==> config.mk <==
export PLATFORM = sky130hd
export DESIGN_NAME = hcmb_controller
export DESIGN_NICKNAME = d
export VERILOG_FILES = /design/src/rtl/core/hcmb_pkg.sv /design/src/rtl/core/hcmb_controller.sv
export SDC_FILE = /design/constraint.sdc
export NUM_CORES = 1
export LEC_CHECK = 0
export BUFFER_PORTS_ARGS = -buffer_cell sky130_fd_sc_hd__buf_2
export CAP_MARGIN = 20
export CORE_AREA = 2 2 39 41
export DETAILED_ROUTE_END_ITERATION = 8
export DIE_AREA = 0 0 41 43
export SYNTH_ARGS = -nofsm -noshare
export SYNTH_HDL_FRONTEND = slang
export SYNTH_SLANG_ARGS = --single-unit
==> constraint.sdc <==
create_clock -name clock -period 1.6 [get_ports clock]
set_input_delay 0.32 -clock clock [delete_from_list [all_inputs] [get_ports clock]]
set_output_delay 0.32 -clock clock [all_outputs]
set_load 0.05 [all_outputs]
==> src/rtl/core/hcmb_pkg.sv <==
package hcmb_pkg;

   localparam int BOOT_ROM_DEPTH = 256;
   localparam int DMA_LENGTH     = 160;
   localparam int MEM_DEPTH      = 65536;
   localparam int MEM_AW         = $clog2(MEM_DEPTH);
   localparam int BOOT_AW        = $clog2(BOOT_ROM_DEPTH);
   localparam int DMA_CW         = $clog2(DMA_LENGTH);

   localparam logic [1:0] CMD_READ      = 2'd0;
   localparam logic [1:0] CMD_WRITE     = 2'd1;
   localparam logic [1:0] CMD_BUTTON    = 2'd2;
   localparam logic [1:0] CMD_BOOT_LOAD = 2'd3;

   typedef struct packed {
      logic [1:0]  command;
      logic [15:0] address;
      logic [7:0]  write_data;
      logic [2:0]  button;
      logic        pressed;
   } req_type;

   typedef struct packed {
      logic [7:0] read_data;
      logic       joypad_irq;
   } rsp_type;

   // controller -> datapath
   typedef struct packed {
      logic clear_step;
      logic accept;
      logic echo_step;
      logic dma_read;
      logic dma_write;
      logic load_read;
   } dp_cmd_type;

   // datapath -> controller
   typedef struct packed {
      logic is_read;
      logic is_echo;
      logic is_dma;
      logic clear_last;
      logic dma_last;
   } dp_status_type;

endpackage

==> src/rtl/core/hcmb_controller.sv <==
module hcmb_controller (
   input  logic                    clock,
   input  logic                    reset,
   input  logic                    req_valid,
   output logic                    req_ready,
   output logic                    rsp_valid,
   input  logic                    rsp_ready,
   input  hcmb_pkg::dp_status_type status,
   output hcmb_pkg::dp_cmd_type    cmd
);
   import hcmb_pkg::*;

   localparam logic [2:0] ST_CLEAR  = 3'd0;
   localparam logic [2:0] ST_IDLE   = 3'd1;
   localparam logic [2:0] ST_READ   = 3'd2;
   localparam logic [2:0] ST_ECHO   = 3'd3;
   localparam logic [2:0] ST_DMA_RD = 3'd4;
   localparam logic [2:0] ST_DMA_WR = 3'd5;

   logic [2:0] state_ff, state_in;
   logic       rsp_valid_ff, rsp_valid_in;
   logic       out_free;
   logic       accept;

   assign out_free  = !rsp_valid_ff || rsp_ready;
   assign req_ready = (state_ff == ST_IDLE) && out_free;
   assign accept    = req_valid && req_ready;
   assign rsp_valid = rsp_valid_ff;

   always_comb begin
      state_in       = state_ff;
      cmd            = '0;
      cmd.accept     = accept;
      case (state_ff)
         ST_CLEAR: begin
            cmd.clear_step = 1'b1;
            if (status.clear_last) state_in = ST_IDLE;
         end
         ST_IDLE: begin
            if (accept) begin
               if (status.is_read)      state_in = ST_READ;
               else if (status.is_echo) state_in = ST_ECHO;
               else if (status.is_dma)  state_in = ST_DMA_RD;
            end
         end
         ST_READ: begin
            // memory data is registered; wait for the output slot
            cmd.load_read = out_free;
            if (out_free) state_in = ST_IDLE;
         end
         ST_ECHO: begin
            cmd.echo_step = 1'b1;
            state_in      = ST_IDLE;
         end
         ST_DMA_RD: begin
            cmd.dma_read = 1'b1;
            state_in     = ST_DMA_WR;
         end
         ST_DMA_WR: begin
            cmd.dma_write = 1'b1;
            state_in      = status.dma_last ? ST_IDLE : ST_DMA_RD;
         end
         default: state_in = ST_IDLE;
      endcase
   end

   always_comb begin
      rsp_valid_in = rsp_valid_ff;
      if ((accept && !status.is_read) || cmd.load_read) rsp_valid_in = 1'b1;
      else if (rsp_ready)                               rsp_valid_in = 1'b0;
   end

   always_ff @(posedge clock) begin
      if (reset) begin
         state_ff     <= ST_CLEAR;
         rsp_valid_ff <= 1'b0;
      end else begin
         state_ff     <= state_in;
         rsp_valid_ff <= rsp_valid_in;
      end
   end

endmodule

* After elaboration in Yosys (flattened, before gate mapping)
Cells that the tools add are included.
** Word-level totals
- Word-level logic and storage cells :: 36
- Flip-flop bits (word level) :: 4
- Input port bits :: 9
- Output and inout bits :: 8
** Cells by class
- Multiplexer cells :: 15
- Reduce and logical (&&, ||, !) cells :: 10
- Equal/unequal tests :: 9
** Operators by type and width (count)
- two-way mux 3 bit :: 7
- case mux 3 bit (5 select lines) :: 1
- two-way mux 1 bit :: 7
- equality test 3 x 2 -> 1 bit (second input constant) :: 2
- equality test 3 bit (second input constant) :: 2
- inequality test 2 bit (second input constant) :: 3
- inequality test 4 bit (second input constant) :: 1
- AND reduction 4 bit :: 1
- equality test 3 x 1 -> 1 bit (second input constant) :: 1
- logical AND 1 bit :: 3
- logical NOT 3 bit :: 1
- logical NOT 1 bit :: 2
- logical OR 1 bit :: 2
- nonzero test 2 bit :: 1

* Logic depth before layout (Yosys ltp)
Gate-level depths: netlist of the first run.
- Word-level depth :: 7
- Depth in mapped cells :: 5
- Mapped depth without buffers :: 4

* Worst setup path before layout of the first run
OpenSTA, ideal clock, no wires.
- Path kind :: reg-to-output
- Start point :: reg rsp_valid_ff (netlist: rsp_valid)
- End point :: out cmd[0] (netlist name)
- Buffers on the path :: 0
- Stages on the path, launching flop included :: 3
- Setup slack :: -501 ps
- Data required time :: 1280 ps
- Data arrival time :: 1781 ps
- Path through :: dfxtp_1 -> nor2b_1 -> nor3_1
** RTL lines
- from (decl) :: RTL line hcmb_controller.sv:21 : logic rsp_valid_ff, rsp_valid_in;
- from (signal assigned) :: RTL line hcmb_controller.sv:79 : rsp_valid_ff <= rsp_valid_in;
- to (decl) :: RTL line hcmb_controller.sv:9 : output hcmb_pkg::dp_cmd_type cmd

==> results.py, run 1 <==
metrics = {
    "clocking": {
        "tritoncts.num_buffers": 3,
        "hold_buffers": 0,
        "reg_clk_slew_reported_paths_ns": 0.04,
        "htree_levels": 1,
        "clock_sink_count": 4,
        "ctsLongestPathBuffers": 2,
        "cts.root.buffer_cell": "sky130_fd_sc_hd__clkbuf_4",
        "cts_tree": "built",
        "clk_latency_ns": 0.24,
    },
    "timing": {
        "fin_crit_ns": 1.54,
        "max_freq_mhz": 649,
        "worst_slew_margin_rel": 0.836,
        "report.final.slew_viol_count": 0,
        "timing.final.setup_violations": 0,
        "clock-skew-final_ns": 0.00156,
        "final_min_period_over_clock_period": 0.962,
        "timing_worst_slew_pin_value_ns": 0.248,
        "rsz0062_at_grt": "no",
        "setup_total_negative_slack_ns": 0,
        "hold_violations": 0,
    },
    "routing": {
        "route.vias.total": 328,
        "drt.antenna.violating_nets": 0,
        "firstDrtPassIters": 2,
        "drcViolationCount": 0,
        "detail_route.vias_per_cell": 4.56,
        "finalWirelength_um": 717,
        "routed_length_per_placed_instance_um": 9.96,
        "drt_first_iter_violations": 4,
    },
    "worst_setup_path": {
        "critical_path.reg2reg.endpoint": "state_ff[0]",
        "worstPathCellList": "nor2b_4 > and3_4 > and2_1 > buf_6",
        "reg2reg_from": "rsp_valid",
        "r2r_slack_ns": 0.55,
        "worstPathMaxFanout": 7,
        "critical-path-max-stage-delay_ns": 0.36,
        "worst-setup-path-type": "reg -> out",
        "critical-path-top-delay-family": "simple AND/OR/NAND/NOR gates",
        "arrival_ns": 1.22,
        "crit_path_start_kind": "register",
        "element_type_at_the_critical_path_end": "output pin",
        "slowest_stage": "sky130_fd_sc_hd__dfxtp_4",
        "timing.critical_path.required_ns": 1.28,
        "critPathBufInv": 1,
        "worst-r2r-cell-count": 5,
    },
    "floorplanning": {
        "die_w_um": 41,
        "ioPinCount": 17,
        "starting_density_of_the_core": 0.208,
        "placementRows": 14,
        "die_y_um": 43,
        "design.core.area_um2": 1380,
        "dieArea_um2": 1760,
    },
    "power_and_ir_drop": {
        "net_switching_power_figure_uw": 122,
        "cellInternalPower_uw": 235,
        "leakagePower_uw": 0.000211,
        "power.share.combinational": 0.332,
        "pwr-share-clk": 0.362,
        "swShare": 0.342,
        "sequential_share_of_power": 0.306,
        "design_power_total_uw": 357,
        "power_per_standard_cell_area_nw_per_um2": 782,
        "irDropWorstVdd_uv": 397,
    },
    "place": {
        "dpl.cell_count": 68,
        "routabilityCongestion": 0.679,
        "place_hpwl_um": 601,
        "placed_cell_area_um2": 414,
        "place.port_buffers": 16,
    },
    "global_route": {
        "global_route_usage_over_all_layers": 0.108,
        "antenna_found_initial": 0,
        "grt_pass1_vias": 314,
        "residual_overflow_from_global_routing": 0,
        "grt_max_degree": 10,
        "global_route_wire_length_before_repair_um": 1200,
    },
    "final_layout": {
        "antenna_cells": 0,
        "finish.cell_count_without_fillers": 72,
        "post-route-util": 0.330,
        "layout.cell_area.non_filler_um2": 457,
        "syn2layout_area_growth_pct": 58.7,
        "layout.nets": 67,
        "drive_gt1_frac": 0.625,
    },
    "logic_synthesis": {
        "post-synth-top-area-fraction": 0.278,
        "async_flop_share": 0,
        "synth.distinct_cells": 24,
        "yosys.cell_count.top_type": "sky130_fd_sc_hd__dfxtp_1",
        "synthesis.yosys.warnings": 0,
        "mappedNetlistNets": 44,
        "top_cells_by_area_in_the_synthesized_netlist": "sky130_fd_sc_hd__dfxtp_1 28%, sky130_fd_sc_hd__nor2b_1 6.5%, sky130_fd_sc_hd__nor3_1 5.2%",
        "ys_seq_elements": 4,
        "synthFlopType": "sky130_fd_sc_hd__dfxtp_1",
        "cell_taking_the_most_area_after_synthesis": "sky130_fd_sc_hd__dfxtp_1",
        "synth_area_per_cell_um2": 8.22,
        "syn-cell-area_um2": 288,
        "synth-edff-count": 0,
        "yosys-top-cells-count": "4 x sky130_fd_sc_hd__dfxtp_1, 3 x sky130_fd_sc_hd__nor2b_1, 3 x sky130_fd_sc_hd__nor3_1",
        "post_synth_inst_count": 35,
        "sequential_element_share_of_the_synthesized_area": 0.278,
    },
    "min_path": {
        "hold_class": "in -> reg",
        "timing.hold.worst_path_depth": 2,
        "timing.hold.worst.start": "reset",
        "min_to": "state_ff[1]",
    },
    "run_status": {
        "run_status": "completed",
    },
    "job": {
        "cap_violations": 0,
    },
}
final cells by class:
cell class                      count  area, um^2
Tap cell                           16        20.0
Multi-Input combinational cell     28         206
Timing Repair Buffer               20         119
Fill cell                         153         927
Inverter                            1        3.75
Sequential cell                     4        85.1
Clock buffer                        3        22.5
state kept, by name, summed over array words and instances, names as in the netlist:
| register | count |
|---|---|
| state_ff | 3 |
| rsp_valid | 1 |
worst reg2reg max path, cell delays in order (launching register included):
cell and delay [ns]:
sky130_fd_sc_hd__dfxtp_2 0.32, sky130_fd_sc_hd__nand2b_1 0.09, sky130_fd_sc_hd__buf_4 0.16, sky130_fd_sc_hd__o2111ai_1 0.07
sky130_fd_sc_hd__o21ai_1 0.10, sky130_fd_sc_hd__a221oi_1 0.23
what timing repair did:
action | CTS | global route
setup buffers | 0 | 1
gates resized for setup | 2 | 4
endpoints found under the setup margin | 3 | 2
worst max path at each step:
stage                            from      to  depth (start not counted)
after floorplan           state_ff[0]  cmd[4]                          4
after global placement      rsp_ready  cmd[4]                          5
after detailed placement    rsp_ready  cmd[4]                          5
after CTS                 state_ff[1]  cmd[4]                          4
after global routing      state_ff[0]  cmd[4]                          4
final                     state_ff[1]  cmd[4]                          4
cell usage in the layout, fill, tap and decap left out, types with 2 or more instances in the layout:
cell                        n
sky130_fd_sc_hd__nor2b_1    3
sky130_fd_sc_hd__nand2_1    2
sky130_fd_sc_hd__nand2b_1   2
sky130_fd_sc_hd__buf_2     14
sky130_fd_sc_hd__o21ai_1    2
sky130_fd_sc_hd__nor3_2     3
sky130_fd_sc_hd__a21oi_1    2
sky130_fd_sc_hd__clkbuf_4   3
sky130_fd_sc_hd__dfxtp_1    2
sky130_fd_sc_hd__buf_4      5
cells by family (layout without fill, tap and decap cells):
logic type | count (synthesis) | count (layout) | share of synthesized area
AOI/OAI and AO/OA | 10 | 10 | 0.265
buffers and inverters | 3 | 24 | 0.0565
DFF | 4 | 4 | 0.278
and+or+nand+nor | 18 | 18 | 0.400
stage by stage:
stage               setup WS, ns  hold slack, ns
detailed placement         0.148           0.528
finish                    0.0603           0.272
CTS                      0.00874           0.268
floorplan                 0.0382           0.382
global placement           0.148           0.520
global route             0.00597           0.266
power by group through the flow:
stage | sequential (uW) | clock (uW) | combinational, uW
after floorplan | 118 | 0 | 76.5
final | 109 | 129 | 119
after CTS | 111 | 137 | 116
after detailed placement | 113 | 0 | 114
after global routing | 110 | 151 | 127
after global placement | 112 | 0 | 114
routing by layer:
metal / GRT usage / wire, um
met4: 0.0600 / 13
met5: 0 / 0
met1: 0.103 / 282
met2: 0.163 / 355
met3: 0.0785 / 66
Note: power is estimated with default switching activity, not from simulation.
==> run 2, diff against run 1 <==
Settings changed: CTS_BUF_LIST from default to sky130_fd_sc_hd__clkbuf_8.
==> run 2 against run 1 <==
  * Sequential power about the same
  * Design area up 1.1%
  * Via count down 3.4%
  * Highest routed layer is now met3
  * Critical endpoint unchanged
  * Setup slack worse by 0.012 ns
  * Final cell count down 1.4%
  * Die area unchanged
  * Non-clock buffer count down 1
  * Wire length up 0.98%
  * Critical path depth unchanged
  * Global-route usage unchanged
  * Clock power up 62%
  * Count of clock-buffer cells in the layout unchanged
==> results.py, run 2 (synthesis results as in run 1) <==
metrics = {
    "final_layout": {
        "highest_count_cells_in_the_layout_ignoring_fill_and_taps": "14 x sky130_fd_sc_hd__buf_2, 4 x sky130_fd_sc_hd__buf_4, 3 x sky130_fd_sc_hd__nor3_2, 3 x sky130_fd_sc_hd__nor2b_1, 3 x sky130_fd_sc_hd__clkbuf_8",
        "num-fill-cells": 158,
        "antenna_cells": 0,
        "finish.cell_count_without_fillers": 71,
        "syn2layout_area_growth_pct": 60.4,
        "drive_gt1_frac": 0.618,
        "largest_register": "state_ff",
        "layout.nets": 66,
        "mostFrequentLayoutCell": "sky130_fd_sc_hd__buf_2",
        "largest_register_ff_count": 3,
    },
    "timing": {
        "rsz0062_at_grt": "no",
        "report.final.slew_viol_count": 0,
        "timing.final.setup_violations": 0,
        "worst_slew_margin_rel": 0.835,
        "fin_crit_ns": 1.55,
        "setup_total_negative_slack_ns": 0,
        "clock-skew-final_ns": 0.00348,
        "max_freq_mhz": 645,
        "timing_worst_slew_pin_value_ns": 0.248,
        "final_min_period_over_clock_period": 0.970,
        "hold_violations": 0,
    },
    "routing": {
        "drcViolationCount": 0,
        "finalWirelength_um": 724,
        "route.vias.total": 317,
        "routed_length_per_placed_instance_um": 10.2,
        "detail_route.vias_per_cell": 4.46,
        "drt.antenna.violating_nets": 0,
        "firstDrtPassIters": 4,
        "drt_first_iter_violations": 6,
    },
    "worst_setup_path": {
        "critical-path-max-stage-delay_ns": 0.37,
        "arrival_ns": 1.23,
        "element_type_at_the_critical_path_end": "output pin",
        "worstPathCellList": "nor2b_4 > and3_4 > and2_1 > buf_4",
        "crit_path_start_kind": "register",
        "timing.critical_path.required_ns": 1.28,
        "worstPathMaxFanout": 9,
        "slowest_stage": "sky130_fd_sc_hd__dfxtp_2",
        "worst-setup-path-type": "reg -> out",
    },
    "floorplanning": {
        "placementRows": 14,
        "die_y_um": 43,
        "dieArea_um2": 1760,
        "die_w_um": 41,
        "ioPinCount": 17,
        "design.core.area_um2": 1380,
        "starting_density_of_the_core": 0.208,
    },
    "place": {
        "dpl.cell_count": 68,
        "place.port_buffers": 16,
        "routabilityCongestion": 0.679,
        "place_hpwl_um": 601,
    },
    "clocking": {
        "htree_levels": 1,
        "clock_sink_count": 4,
        "tritoncts.num_buffers": 3,
        "cts_tree": "built",
        "postCtsSetupBuffers": 0,
        "ctsLongestPathBuffers": 2,
        "clk_latency_ns": 0.21,
        "ctsResizeCount": 2,
        "cts.root.buffer_cell": "sky130_fd_sc_hd__clkbuf_8",
        "hold_buffers": 0,
        "reg_clk_slew_reported_paths_ns": 0.03,
    },
    "global_route": {
        "antenna_found_initial": 0,
        "residual_overflow_from_global_routing": 0,
        "global_route_wire_length_before_repair_um": 1210,
        "grt_pass1_vias": 315,
        "global_route_usage_over_all_layers": 0.108,
        "grt_max_degree": 10,
    },
    "job": {
        "cap_violations": 0,
    },
    "run_status": {
        "run_status": "completed",
    },
    "power_and_ir_drop": {
        "leakagePower_uw": 0.000211,
        "power_per_standard_cell_area_nw_per_um2": 944,
        "irDropWorstVdd_uv": 538,
    },
    "min_path": {
        "hold_class": "in -> reg",
    },
}
## run 2: per-layer routing
metal / global-route usage / vias to the layer above / wire, um
met5: 0 / - / 0
li1: - / 169 / -
met2: 0.166 / 9 / 365
met4: 0.0400 / 0 / 0
met3: 0.0785 / 0 / 50
met1: 0.109 / 139 / 308
## run 2: worst max-delay path, delay by kind of cell (launching register included)
family / cells / cell delay (ns)
flip-flops: 1 / 0.37
buffers and inverters: 1 / 0.19
AND/OR/NAND/NOR: 3 / 0.47
## run 2: report_power, final
| group | total [uW] | switching (uW) | leakage [uW] | internal [uW] |
|---|---|---|---|---|
| clock | 209 | 48.8 | 0.0000216 | 160 |
| sequential | 112 | 5.13 | 0.0000336 | 106 |
| combinational | 115 | 71.9 | 0.000156 | 43.5 |
| total | 436 | 126 | 0.000211 | 310 |
## run 2: final timing paths
| check | start | end | slack, ns | cells past startpoint |
|---|---|---|---|---|
| hold / removal | reset | state_ff[1] | 0.31 | 2 |
| setup reg to reg | rsp_valid | state_ff[0] | 0.55 | 5 |
| hold reg to reg | state_ff[2] | state_ff[2] | 0.53 | 2 |
| setup / recovery | state_ff[1] | cmd[4] | 0.05 | 4 |
## run 2: final cells by class
cell class | count | area [um^2] | area share
Multi-Input combinational cell | 28 | 206 | 0.447
Timing Repair Buffer | 19 | 108 | 0.233
Sequential cell | 4 | 82.6 | 0.179
Clock buffer | 3 | 41.3 | 0.0894
Tap cell | 16 | 20.0 | 0.0434
Inverter | 1 | 3.75 | 0.00813
## run 2: per-stage QoR
stage	instance area (um^2)	utilization	hold WS, ns	total power (uW)	setup WS, ns
floorplan	304	-	0.382	195	0.0382
global placement	414	0.299	0.520	226	0.148
detailed placement	414	0.299	0.528	227	0.148
CTS	459	0.332	0.304	445	0.0402
global route	462	0.334	0.319	464	0.00455
finish	462	0.334	0.308	436	0.0485
